## src/rtl/olsp_pkg.sv

```systemverilog
// ============================================================================
// olsp_pkg
// Shared types and constants for the open-loop sine PWM modulator.
// ============================================================================
`default_nettype none

package olsp_pkg;

    // Sine table geometry and phase accumulator width.
    localparam int SINE_TABLE_DEPTH = 1024;
    localparam int PHASE_BITS       = 32;
    localparam int TABLE_AW         = $clog2(SINE_TABLE_DEPTH);
    localparam int T_SHIFT          = 16 - TABLE_AW;

    // Stream widths: fields packed from bit 0 up, padded to whole bytes.
    localparam int S_DATA_W = 72;
    localparam int M_DATA_W = 72;

    // Configuration port.
    localparam int CFG_IDX_W  = 3;
    localparam int CFG_DATA_W = 32;
    localparam logic [CFG_IDX_W-1:0] CFG_PHASE_STEP    = 3'd0;
    localparam logic [CFG_IDX_W-1:0] CFG_CURRENT_LIMIT = 3'd1;
    localparam logic [CFG_IDX_W-1:0] CFG_DUTY_FLOOR    = 3'd2;
    localparam logic [CFG_IDX_W-1:0] CFG_DUTY_CEILING  = 3'd3;
    localparam logic [CFG_IDX_W-1:0] CFG_FILTER_GAIN   = 3'd4;
    localparam logic [CFG_IDX_W-1:0] CFG_BUS_FALLBACK  = 3'd5;

    // Register reset values.
    localparam logic [31:0] RST_PHASE_STEP    = 32'd21474836;
    localparam logic [14:0] RST_CURRENT_LIMIT = 15'd2048;
    localparam logic [15:0] RST_DUTY_FLOOR    = 16'd6554;
    localparam logic [15:0] RST_DUTY_CEILING  = 16'd58982;
    localparam logic [15:0] RST_FILTER_GAIN   = 16'd65;
    localparam logic [15:0] RST_BUS_FALLBACK  = 16'd5120;

    // Converter modes.
    typedef enum logic [1:0] {
        RUN_IDLE  = 2'd0,
        RUN_POWER = 2'd1,
        RUN_ERROR = 2'd2
    } t_run_state;

    // Quarter-wave sine polynomial (Horner, Q30, truncating shifts).
    localparam logic [31:0] POLY_SEED = 32'd172272;
    localparam int          POLY_TERMS = 4;
    typedef logic [31:0] t_coef_arr [POLY_TERMS];
    localparam t_coef_arr POLY_COEF = '{
        32'd5026995, 32'd85569306, 32'd693598668, 32'd1686629713
    };

    localparam logic [15:0] SINE_MAX  = 16'd32767;
    localparam logic [15:0] DUTY_MID  = 16'd32768;
    localparam logic [15:0] ONE_VOLT  = 16'd256;

    // Divider sizing: amplitude (13 bits) times sine magnitude (15 bits).
    localparam int DIV_NUM_W = 28;
    localparam int DIV_DEN_W = 16;
    localparam int DIV_CNT_W = $clog2(DIV_NUM_W);

    // Multiplier: 32 x 16 unsigned, registered.
    localparam int MUL_A_W = 32;
    localparam int MUL_B_W = 16;
    localparam int PROD_W  = MUL_A_W + MUL_B_W;

    // Controller to datapath commands.
    typedef struct packed {
        logic       load_in;
        logic       filt_mul;
        logic       filt_upd;
        logic       t2_load;
        logic       h_mul;
        logic       h_sub;
        logic [1:0] h_idx;
        logic       t_mul;
        logic       sine_rnd;
        logic       amp_mul;
        logic       div_start;
        logic       out_load;
    } t_dp_cmd;

    // Datapath to controller status.
    typedef struct packed {
        logic div_busy;
        logic out_busy;
    } t_dp_stat;

endpackage

`default_nettype wire

```

## src/rtl/olsp_div.sv

```systemverilog
// ============================================================================
// olsp_div
// Restoring unsigned divider, one quotient bit per cycle.
// ============================================================================
`default_nettype none

module olsp_div
    import olsp_pkg::*;
(
    input  wire                  i_clk,
    input  wire                  i_rst_n,
    input  wire                  i_start,
    input  wire [DIV_NUM_W-1:0]  i_num,
    input  wire [DIV_DEN_W-1:0]  i_den,
    output logic                 o_busy,
    output logic [DIV_NUM_W-1:0] o_quo
);

    logic                 r_busy;
    logic [DIV_CNT_W-1:0] r_cnt;
    logic [DIV_DEN_W-1:0] r_rem;
    logic [DIV_DEN_W-1:0] r_den;
    logic [DIV_NUM_W-1:0] r_quo;

    logic [DIV_DEN_W:0]   rem_sh;
    logic                 ge;
    logic [DIV_DEN_W:0]   rem_sub;

    assign rem_sh  = {r_rem, r_quo[DIV_NUM_W-1]};
    assign ge      = rem_sh >= {1'b0, r_den};
    assign rem_sub = rem_sh - {1'b0, r_den};

    always_ff @(posedge i_clk) begin
        if (!i_rst_n) begin
            r_busy <= 1'b0;
            r_cnt  <= '0;
        end else if (i_start) begin
            r_busy <= 1'b1;
            r_cnt  <= '0;
        end else if (r_busy) begin
            r_cnt <= r_cnt + 1'b1;
            if (r_cnt == DIV_CNT_W'(DIV_NUM_W - 1)) begin
                r_busy <= 1'b0;
            end
        end
    end

    always_ff @(posedge i_clk) begin
        if (i_start) begin
            r_rem <= '0;
            r_den <= i_den;
            r_quo <= i_num;
        end else if (r_busy) begin
            r_rem <= ge ? rem_sub[DIV_DEN_W-1:0] : rem_sh[DIV_DEN_W-1:0];
            r_quo <= {r_quo[DIV_NUM_W-2:0], ge};
        end
    end

    assign o_busy = r_busy;
    assign o_quo  = r_quo;

endmodule

`default_nettype wire

```

## src/rtl/olsp_dp.sv

```systemverilog
// ============================================================================
// olsp_dp
// Datapath: config registers, held samples, bus filter, sine polynomial,
// shared multiplier, divider and output register.
// ============================================================================
`default_nettype none

module olsp_dp
    import olsp_pkg::*;
(
    input  wire                   i_clk,
    input  wire                   i_rst_n,
    input  wire                   i_cfg_we,
    input  wire [CFG_IDX_W-1:0]   i_cfg_index,
    input  wire [CFG_DATA_W-1:0]  i_cfg_data,
    input  wire [S_DATA_W-1:0]    i_s_tdata,
    input  t_dp_cmd               i_cmd,
    input  wire                   i_m_tready,
    output logic                  o_m_tvalid,
    output logic [M_DATA_W-1:0]   o_m_tdata,
    output t_dp_stat              o_stat
);

    // Config registers.
    logic [31:0]           r_phase_step;
    logic [14:0]           r_cur_lim;
    logic [15:0]           r_duty_floor;
    logic [15:0]           r_duty_ceil;
    logic [15:0]           r_gain;
    logic [15:0]           r_fallback;

    // Tick state.
    logic [PHASE_BITS-1:0] r_phase;
    logic [15:0]           r_held1;
    logic [15:0]           r_held2;
    logic [15:0]           r_hbus;
    logic [31:0]           r_acc;
    t_run_state            r_run;
    logic [12:0]           r_amp;
    logic                  r_req;

    // Work registers.
    logic [PROD_W-1:0]     r_prod;
    logic [15:0]           r_t2;
    logic [31:0]           r_p;
    logic [15:0]           r_sine;
    logic [15:0]           r_den;
    logic                  r_out_valid;
    logic [M_DATA_W-1:0]   r_out_data;

    // ---- sample latch ----
    logic [15:0] in_leg1, in_leg2, in_bus;
    logic        in_v1, in_v2, in_vb, in_req;
    logic [12:0] in_amp;

    assign in_leg1 = i_s_tdata[15:0];
    assign in_v1   = i_s_tdata[16];
    assign in_leg2 = i_s_tdata[32:17];
    assign in_v2   = i_s_tdata[33];
    assign in_bus  = i_s_tdata[49:34];
    assign in_vb   = i_s_tdata[50];
    assign in_amp  = i_s_tdata[63:51];
    assign in_req  = i_s_tdata[64];

    // ---- bus filter ----
    logic [31:0] target, fmag;
    logic        fneg;
    logic [15:0] filt;

    assign target = {r_hbus, 16'h0000};
    assign fneg   = target < r_acc;
    assign fmag   = fneg ? (r_acc - target) : (target - r_acc);
    assign filt   = r_acc[31:16];

    // ---- mode update and overcurrent ----
    function automatic logic over_limit(input logic [15:0] c, input logic [14:0] lim);
        logic signed [16:0] c17;
        logic signed [16:0] l17;
        c17 = {c[15], c};
        l17 = {2'b00, lim};
        return (c17 > l17) || (c17 < -l17);
    endfunction

    t_run_state n_run;
    always_comb begin
        n_run = r_run;
        if (r_run == RUN_IDLE) begin
            if (r_req) n_run = RUN_POWER;
        end else if (!r_req) begin
            n_run = RUN_IDLE;
        end else if (r_run != RUN_POWER) begin
            n_run = RUN_ERROR;
        end
        if (over_limit(r_held1, r_cur_lim) || over_limit(r_held2, r_cur_lim)) begin
            n_run = RUN_ERROR;
        end
    end

    // ---- sine index ----
    logic [1:0]          quad;
    logic [TABLE_AW-1:0] idx;
    logic [TABLE_AW:0]   k;
    logic [15:0]         t_arg;

    assign quad  = r_phase[PHASE_BITS-1 -: 2];
    assign idx   = r_phase[PHASE_BITS-3 -: TABLE_AW];
    assign k     = quad[0] ? ((TABLE_AW+1)'(SINE_TABLE_DEPTH) - {1'b0, idx}) : {1'b0, idx};
    assign t_arg = 16'({k[TABLE_AW-1:0], T_SHIFT'(0)});

    // ---- shared multiplier ----
    logic [MUL_A_W-1:0] mul_a;
    logic [MUL_B_W-1:0] mul_b;
    logic [15:0]        sine_mag;

    assign sine_mag = r_sine[15] ? (16'h0000 - r_sine) : r_sine;

    always_comb begin
        mul_a = 32'(t_arg);
        mul_b = t_arg;
        priority if (i_cmd.filt_mul) begin
            mul_a = fmag;
            mul_b = r_gain;
        end else if (i_cmd.h_mul) begin
            mul_a = r_p;
            mul_b = r_t2;
        end else if (i_cmd.t_mul) begin
            mul_a = r_p;
            mul_b = t_arg;
        end else if (i_cmd.amp_mul) begin
            mul_a = 32'(sine_mag);
            mul_b = 16'(r_amp);
        end else begin
            mul_a = 32'(t_arg);
            mul_b = t_arg;
        end
    end

    // ---- rounding of polynomial ----
    logic [31:0] s_raw;
    logic [32:0] s_rnd;
    logic [15:0] s_mag;

    assign s_raw = r_prod[47:16];
    assign s_rnd = ({1'b0, s_raw} + 33'd16384) >> 15;
    always_comb begin
        if (k[TABLE_AW] || (s_rnd > 33'(SINE_MAX))) s_mag = SINE_MAX;
        else                                         s_mag = s_rnd[15:0];
    end

    // ---- divider ----
    logic                 div_busy;
    logic [DIV_NUM_W-1:0] quo;
    logic [15:0]          den_sel;

    assign den_sel = (filt > ONE_VOLT) ? filt : r_fallback;

    olsp_div u_div (
        .i_clk   (i_clk),
        .i_rst_n (i_rst_n),
        .i_start (i_cmd.div_start),
        .i_num   (r_prod[DIV_NUM_W-1:0]),
        .i_den   (den_sel),
        .o_busy  (div_busy),
        .o_quo   (quo)
    );

    // ---- duties ----
    logic               num_nz;
    logic [31:0]        off_mag;
    logic signed [31:0] off, sum1, sum2, d1c, d2c, flo, ceil;
    logic               en;
    logic [15:0]        duty1, duty2;

    assign num_nz  = r_prod != '0;
    assign off_mag = (r_den == '0) ? (num_nz ? 32'h1000_0000 : 32'h0) : 32'(quo);
    assign off     = r_sine[15] ? -$signed(off_mag) : $signed(off_mag);
    assign sum1    = $signed(32'(DUTY_MID)) + off;
    assign sum2    = $signed(32'(DUTY_MID)) - off;
    assign flo     = $signed(32'(r_duty_floor));
    assign ceil    = $signed(32'(r_duty_ceil));
    assign d1c     = (sum1 > ceil) ? ceil : ((sum1 < flo) ? flo : sum1);
    assign d2c     = (sum2 > ceil) ? ceil : ((sum2 < flo) ? flo : sum2);
    assign en      = r_run == RUN_POWER;
    assign duty1   = en ? d1c[15:0] : 16'h0000;
    assign duty2   = en ? d2c[15:0] : 16'h0000;

    // ---- registers ----
    always_ff @(posedge i_clk) begin
        if (!i_rst_n) begin
            r_phase_step <= RST_PHASE_STEP;
            r_cur_lim    <= RST_CURRENT_LIMIT;
            r_duty_floor <= RST_DUTY_FLOOR;
            r_duty_ceil  <= RST_DUTY_CEILING;
            r_gain       <= RST_FILTER_GAIN;
            r_fallback   <= RST_BUS_FALLBACK;
        end else if (i_cfg_we) begin
            unique case (i_cfg_index)
                CFG_PHASE_STEP:    r_phase_step <= i_cfg_data;
                CFG_CURRENT_LIMIT: r_cur_lim    <= i_cfg_data[14:0];
                CFG_DUTY_FLOOR:    r_duty_floor <= i_cfg_data[15:0];
                CFG_DUTY_CEILING:  r_duty_ceil  <= i_cfg_data[15:0];
                CFG_FILTER_GAIN:   r_gain       <= i_cfg_data[15:0];
                CFG_BUS_FALLBACK:  r_fallback   <= i_cfg_data[15:0];
                default: ;
            endcase
        end
    end

    always_ff @(posedge i_clk) begin
        if (!i_rst_n) begin
            r_phase     <= '0;
            r_held1     <= '0;
            r_held2     <= '0;
            r_hbus      <= '0;
            r_acc       <= '0;
            r_run       <= RUN_IDLE;
            r_out_valid <= 1'b0;
        end else begin
            if (i_cmd.load_in) begin
                if (in_v1) r_held1 <= in_leg1;
                if (in_v2) r_held2 <= in_leg2;
                if (in_vb) r_hbus  <= in_bus;
                r_phase <= r_phase + r_phase_step[PHASE_BITS-1:0];
            end
            if (i_cmd.filt_mul) r_run <= n_run;
            if (i_cmd.filt_upd) begin
                r_acc <= fneg ? (r_acc - r_prod[47:16]) : (r_acc + r_prod[47:16]);
            end
            if (i_cmd.out_load)      r_out_valid <= 1'b1;
            else if (i_m_tready)     r_out_valid <= 1'b0;
        end
    end

    always_ff @(posedge i_clk) begin
        if (i_cmd.load_in) begin
            r_amp <= in_amp;
            r_req <= in_req;
        end
        if (i_cmd.filt_mul || i_cmd.filt_upd || i_cmd.h_mul || i_cmd.t_mul
            || i_cmd.amp_mul) begin
            r_prod <= mul_a * mul_b;
        end
        if (i_cmd.t2_load) begin
            r_t2 <= r_prod[31:16];
            r_p  <= POLY_SEED;
        end
        if (i_cmd.h_sub)     r_p    <= POLY_COEF[i_cmd.h_idx] - r_prod[47:16];
        if (i_cmd.sine_rnd)  r_sine <= quad[1] ? (16'h0000 - s_mag) : s_mag;
        if (i_cmd.div_start) r_den  <= den_sel;
        if (i_cmd.out_load) begin
            r_out_data <= {5'b0, filt, r_sine, r_run, en, duty2, duty1};
        end
    end

    assign o_m_tvalid      = r_out_valid;
    assign o_m_tdata       = r_out_data;
    assign o_stat.div_busy = div_busy;
    assign o_stat.out_busy = r_out_valid && !i_m_tready;

endmodule

`default_nettype wire

```

## src/rtl/olsp_ctrl.sv

```systemverilog
// ============================================================================
// olsp_ctrl
// Sequencer for one control tick: filter, polynomial, product, divide, emit.
// ============================================================================
`default_nettype none

module olsp_ctrl
    import olsp_pkg::*;
(
    input  wire      i_clk,
    input  wire      i_rst_n,
    input  wire      i_s_tvalid,
    output logic     o_s_tready,
    input  t_dp_stat i_stat,
    output t_dp_cmd  o_cmd
);

    typedef enum logic [3:0] {
        ST_IDLE, ST_FMUL, ST_FUPD, ST_T2, ST_HMUL, ST_HSUB,
        ST_TMUL, ST_RND, ST_AMUL, ST_DSTART, ST_DWAIT, ST_DONE
    } t_state;

    t_state     r_state;
    logic [1:0] r_cnt;

    always_ff @(posedge i_clk) begin
        if (!i_rst_n) begin
            r_state <= ST_IDLE;
            r_cnt   <= '0;
        end else begin
            unique case (r_state)
                ST_IDLE:   if (i_s_tvalid) r_state <= ST_FMUL;
                ST_FMUL:   r_state <= ST_FUPD;
                ST_FUPD:   r_state <= ST_T2;
                ST_T2: begin
                    r_cnt   <= '0;
                    r_state <= ST_HMUL;
                end
                ST_HMUL:   r_state <= ST_HSUB;
                ST_HSUB: begin
                    r_cnt <= r_cnt + 1'b1;
                    if (r_cnt == 2'(POLY_TERMS - 1)) r_state <= ST_TMUL;
                    else                             r_state <= ST_HMUL;
                end
                ST_TMUL:   r_state <= ST_RND;
                ST_RND:    r_state <= ST_AMUL;
                ST_AMUL:   r_state <= ST_DSTART;
                ST_DSTART: r_state <= ST_DWAIT;
                ST_DWAIT:  if (!i_stat.div_busy) r_state <= ST_DONE;
                ST_DONE:   if (!i_stat.out_busy) r_state <= ST_IDLE;
                default:   r_state <= ST_IDLE;
            endcase
        end
    end

    always_comb begin
        o_cmd           = '0;
        o_cmd.h_idx     = r_cnt;
        o_cmd.load_in   = (r_state == ST_IDLE) && i_s_tvalid;
        o_cmd.filt_mul  = r_state == ST_FMUL;
        o_cmd.filt_upd  = r_state == ST_FUPD;
        o_cmd.t2_load   = r_state == ST_T2;
        o_cmd.h_mul     = r_state == ST_HMUL;
        o_cmd.h_sub     = r_state == ST_HSUB;
        o_cmd.t_mul     = r_state == ST_TMUL;
        o_cmd.sine_rnd  = r_state == ST_RND;
        o_cmd.amp_mul   = r_state == ST_AMUL;
        o_cmd.div_start = r_state == ST_DSTART;
        o_cmd.out_load  = (r_state == ST_DONE) && !i_stat.out_busy;
    end

    assign o_s_tready = r_state == ST_IDLE;

endmodule

`default_nettype wire

```

## src/rtl/open_loop_sine_pwm_modulator.sv

```systemverilog
// ============================================================================
// open_loop_sine_pwm_modulator
// Open-loop sine PWM modulator with filtered bus-voltage feedforward.
// ============================================================================
// One input transaction is one control tick and yields one output
// transaction. After acceptance, a tick is sequenced on the shared 32x16
// multiplier (bus filter, Horner sine polynomial, amplitude product) up to
// the divider start, waits on the restoring divider of amplitude*sine/bus
// for its done status, and then loads the output register. The input is
// ready again the cycle after that load. One tick is in flight at a time;
// a finished result sits in the output register, so the next tick may be
// accepted while it waits, and that tick stalls before its own output
// load until the register is free. Configuration writes are always ready
// and take effect at once; write them only between ticks.
`default_nettype none

module open_loop_sine_pwm_modulator
    import olsp_pkg::*;
(
    input  wire                  i_clk,
    input  wire                  i_rst_n,
    // config write channel
    input  wire                  i_cfg_valid,
    output logic                 o_cfg_ready,
    input  wire [CFG_IDX_W-1:0]  i_cfg_index,
    input  wire [CFG_DATA_W-1:0] i_cfg_data,
    // tick input stream
    input  wire                  i_s_tvalid,
    output logic                 o_s_tready,
    // tdata: leg1_current[15:0], leg1_current_valid[16], leg2_current[32:17],
    //        leg2_current_valid[33], bus_voltage[49:34], bus_voltage_valid[50],
    //        amplitude[63:51], run_request[64], zero pad [71:65]
    input  wire [S_DATA_W-1:0]   i_s_tdata,
    // result output stream
    output logic                 o_m_tvalid,
    input  wire                  i_m_tready,
    // tdata: duty_leg1[15:0], duty_leg2[31:16], outputs_enabled[32],
    //        converter_state[34:33], sine_value[50:35], filtered_bus[66:51],
    //        zero pad [71:67]
    output logic [M_DATA_W-1:0]  o_m_tdata
);

    t_dp_cmd  cmd;
    t_dp_stat stat;

    assign o_cfg_ready = 1'b1;

    // sequencer: one tick at a time
    olsp_ctrl u_ctrl (
        .i_clk      (i_clk),
        .i_rst_n    (i_rst_n),
        .i_s_tvalid (i_s_tvalid),
        .o_s_tready (o_s_tready),
        .i_stat     (stat),
        .o_cmd      (cmd)
    );

    // arithmetic, state and output register
    olsp_dp u_dp (
        .i_clk       (i_clk),
        .i_rst_n     (i_rst_n),
        .i_cfg_we    (i_cfg_valid),
        .i_cfg_index (i_cfg_index),
        .i_cfg_data  (i_cfg_data),
        .i_s_tdata   (i_s_tdata),
        .i_cmd       (cmd),
        .i_m_tready  (i_m_tready),
        .o_m_tvalid  (o_m_tvalid),
        .o_m_tdata   (o_m_tdata),
        .o_stat      (stat)
    );

endmodule

`default_nettype wire

```

## config.mk

```make
export PLATFORM = sky130hd
export DESIGN_NAME = open_loop_sine_pwm_modulator
export DESIGN_NICKNAME = d
export VERILOG_FILES = /design/src/rtl/olsp_pkg.sv /design/src/rtl/olsp_div.sv /design/src/rtl/olsp_dp.sv /design/src/rtl/olsp_ctrl.sv /design/src/rtl/open_loop_sine_pwm_modulator.sv
export SDC_FILE = /design/constraint.sdc
export NUM_CORES = 2
export LEC_CHECK = 0
export BUFFER_PORTS_ARGS = -buffer_cell sky130_fd_sc_hd__buf_2
export CAP_MARGIN = 20
export CORE_MARGIN = 2
export CORE_UTILIZATION = 42
export DETAILED_ROUTE_END_ITERATION = 10
export PLACE_DENSITY_LB_ADDON = 0.15
export SETUP_SLACK_MARGIN = 0.05
export SLEW_MARGIN = 20
export SYNTH_ARGS = -nofsm -noshare
export SYNTH_HDL_FRONTEND = slang
export SYNTH_SLANG_ARGS = --single-unit
```

## constraint.sdc

```tcl
create_clock -name i_clk -period 10.6 [get_ports i_clk]
set_input_delay 2.12 -clock i_clk [delete_from_list [all_inputs] [get_ports i_clk]]
set_output_delay 2.12 -clock i_clk [all_outputs]
set_load 0.03 [all_outputs]
```

==> qor.yml <==
synth_area_um2: 48600
insertion_delay_ps: 680
hold_violations: 0
ys_seq_area_frac: 0.251
muxShareOfSynthArea: 0.0109
irDropWorstVdd_mv: 0.147
final_util: 0.469
cp_data_required_time_ps: 10990
outcome: "finished, final reports clean"
clkSlewWorstSetupHoldPaths_ps: 60
numCtsBuffers: 57
arrival_ps: 10620
firstDrtPassIters: 6
worstSetupPathType: "reg2reg"
synth_top_family_by_area: "adder cells"
fillCellCount: 11300
first_iter_violations: 3021
ioPinCount: 187
hold_path_class: "reg2reg"
drcViolationCount: 0
track_usage: 0.264
grt_pass1_vias: 39700
drt-vias-per-instance: 5.54
synth_edf_count: 237
synthSimpleGateAreaFrac: 0.184
fin_crit_ps: 10230
grt_pass1_wl_um: 240000
synth_top_flop_cell: "dfxtp_1"
routedWlPerCell_um: 21.4
slew_headroom: 0.233
fin_nets: 6716
place_ws_ps: -25.9
layout_common_cells: "nand2_1, inv_1, fa_1"
initial_core_util: 0.424
cp-start-kind: "flop"
stdcell_area_um2: 53700
ys_warn_count: 0
slew_violations: 0
critPathMaxStageDelay_ps: 540
clock-sinks: 491
coreArea_um2: 115000
synth_xor_area_frac: 0.0496
ant_nets: 0
area_growth_pct: 10.5
antenna_found_initial: 12
dpl_cell_area_um2: 51600
mostFrequentLayoutCell: "nand2_1"
period_share: 0.965
synthAdderAreaFrac: 0.276
root_buffer: "clkbuf_16"
vias: 40700
io_buffers: 173
fin_ws_ps: 369
final.setup.tns_ps: 0
grt-ovfl-total: 0
yosysUniqueCellTypes: 89
clockBufferDepth: 3
yosys_register_bits: 491
max_slew.worst_pin.slew_ps: 1150
wl_um: 157000
htreeDepth: 2
cp_common_cell: "fa_1"
cpLargestDelayFamily: "compound AO/OA/AOI/OAI gates"
syn_inst: 5646
final-setup-viol-count: 0
synth_area_per_cell_um2: 8.61
grt_max_degree: 93
place.detailed.hpwl_um: 122000
p_per_area_nw_per_um2: 173
tritoncts: "built"
rsz0062_at_grt: "true"
cts_hold_repair.buffers: 0
skew_ps: 61.2
cap_viol_max_count: 0
cp-end-kind: "flop"
crit_buf_inv: 8
die_w_um: 344
dieArea_um2: 118000
dieHeight_um: 344
synth_compound_area_frac: 0.157
async_reset_ff_frac: 0
cellLeakagePower_nw: 23.3
gp_congestion: 0.939
core.rowCount: 124
worst-path-max-fanout: 30
fmax_mhz: 97.7
drive_above_1_share: 0.0866
cpMaxStageDelayCell: "fa_1"
==> cell usage after synthesis (28+ instances only) <==
cell | instances | area, µm²
o21bai_1 | 28 | 210
nand4_1 | 49 | 307
o21a_1 | 48 | 360
dfxtp_1 | 254 | 5080
edfxtp_1 | 237 | 7120
nor4_1 | 37 | 231
a21oi_1 | 242 | 1210
a21o_1 | 105 | 788
nor2_1 | 365 | 1370
mux2i_1 | 45 | 450
and2_1 | 128 | 801
nor2b_1 | 55 | 344
nand2_1 | 946 | 3550
xor2_1 | 94 | 823
o21ai_0 | 222 | 1110
xnor2_1 | 181 | 1590
a211oi_1 | 44 | 330
fa_1 | 423 | 8470
nand3_1 | 107 | 536
a21boi_0 | 145 | 1090
and3_1 | 38 | 238
a31oi_1 | 31 | 194
o211ai_1 | 38 | 285
ha_1 | 397 | 4970
nand2b_1 | 64 | 400
nor3_1 | 79 | 395
inv_1 | 653 | 2450
o31ai_1 | 31 | 233
clkbuf_1 | 213 | 800
==> state kept, by name, summed over array words and instances (netlist names), 28 cells and up <==
name	count
u_dp.r_p	32
u_dp.o_m_tdata	67
u_dp.r_prod	48
u_dp.u_div.o_quo	28
u_dp.r_acc	32
u_dp.r_phase	32
u_dp.r_phase_step	32
==> area by class of cell <==
class	instances	area, µm²	share of cell area
flip-flops and latches	491	12200	0.227
clock buffers	72	1580	0.0293
inverters	656	2460	0.0458
well taps	1512	1890	0.0352
clock inverters	34	354	0.00659
diodes	5	12.5	0.000233
multi-input cells	4256	33200	0.618
repair buffers	322	2020	0.0375
==> through the flow <==
stage | hold WS [ps] | cells | power (W)
floorplan | 432 | 5650 | 0.00558
global placement | 450 | 7227 | 0.00712
detailed placement | 448 | 7227 | 0.00715
CTS | 459 | 7335 | 0.00924
global route | 480 | 7343 | 0.00990
finish | 464 | 7348 | 0.00930
==> metal layers <==
layer  vias to the layer above  GRT usage  wire length [µm]
met1                     20000      0.362             69200
met2                      1211      0.444             74400
met3                       224     0.0235              8480
met4                         2     0.0774              5000
li1                      19300          -                 -
met5                         -          0                10
==> worst paths after layout <==
| check | to | slack (ps) | cells past startpoint | from |
|---|---|---|---|---|
| worst min-delay path | u_dp.o_m_tdata[33]$_DFFE_PP_ | 460 | 0 | u_dp.r_run[0]$_SDFFE_PN0P_ |
| worst min register to register | u_dp.o_m_tdata[33]$_DFFE_PP_ | 460 | 0 | u_dp.r_run[0]$_SDFFE_PN0P_ |
| worst max register to register | u_dp.r_prod[43]$_DFFE_PP_ | 370 | 40 | u_dp.r_acc[0]$_SDFFE_PN0P_ |
| worst max-delay path | u_dp.r_prod[43]$_DFFE_PP_ | 370 | 40 | u_dp.r_acc[0]$_SDFFE_PN0P_ |
==> power by group <==
group          internal (W)  switching (W)
clock network       0.00116       0.000884
registers           0.00219       0.000208
logic               0.00183        0.00302
total               0.00518        0.00411
==> kinds of logic (layout without fill, tap and decap cells) <==
logic type,after synthesis,after routing
simple gates,1966,1966
compound gates,1136,1137
buf+inv,904,1084
fa+ha+maj,820,820
flops,491,491
xor+xnor,275,275
mux,52,52
other cells,2,11
==> repair_timing <==
action / CTS / global route
gates cloned: 0 / 1
pin swaps: 2 / 4
resized for setup: 1 / 29
buffers inserted: 2 / 6
endpoints found under the setup margin: 8 / 13
Power figures use the tool's default switching activity.
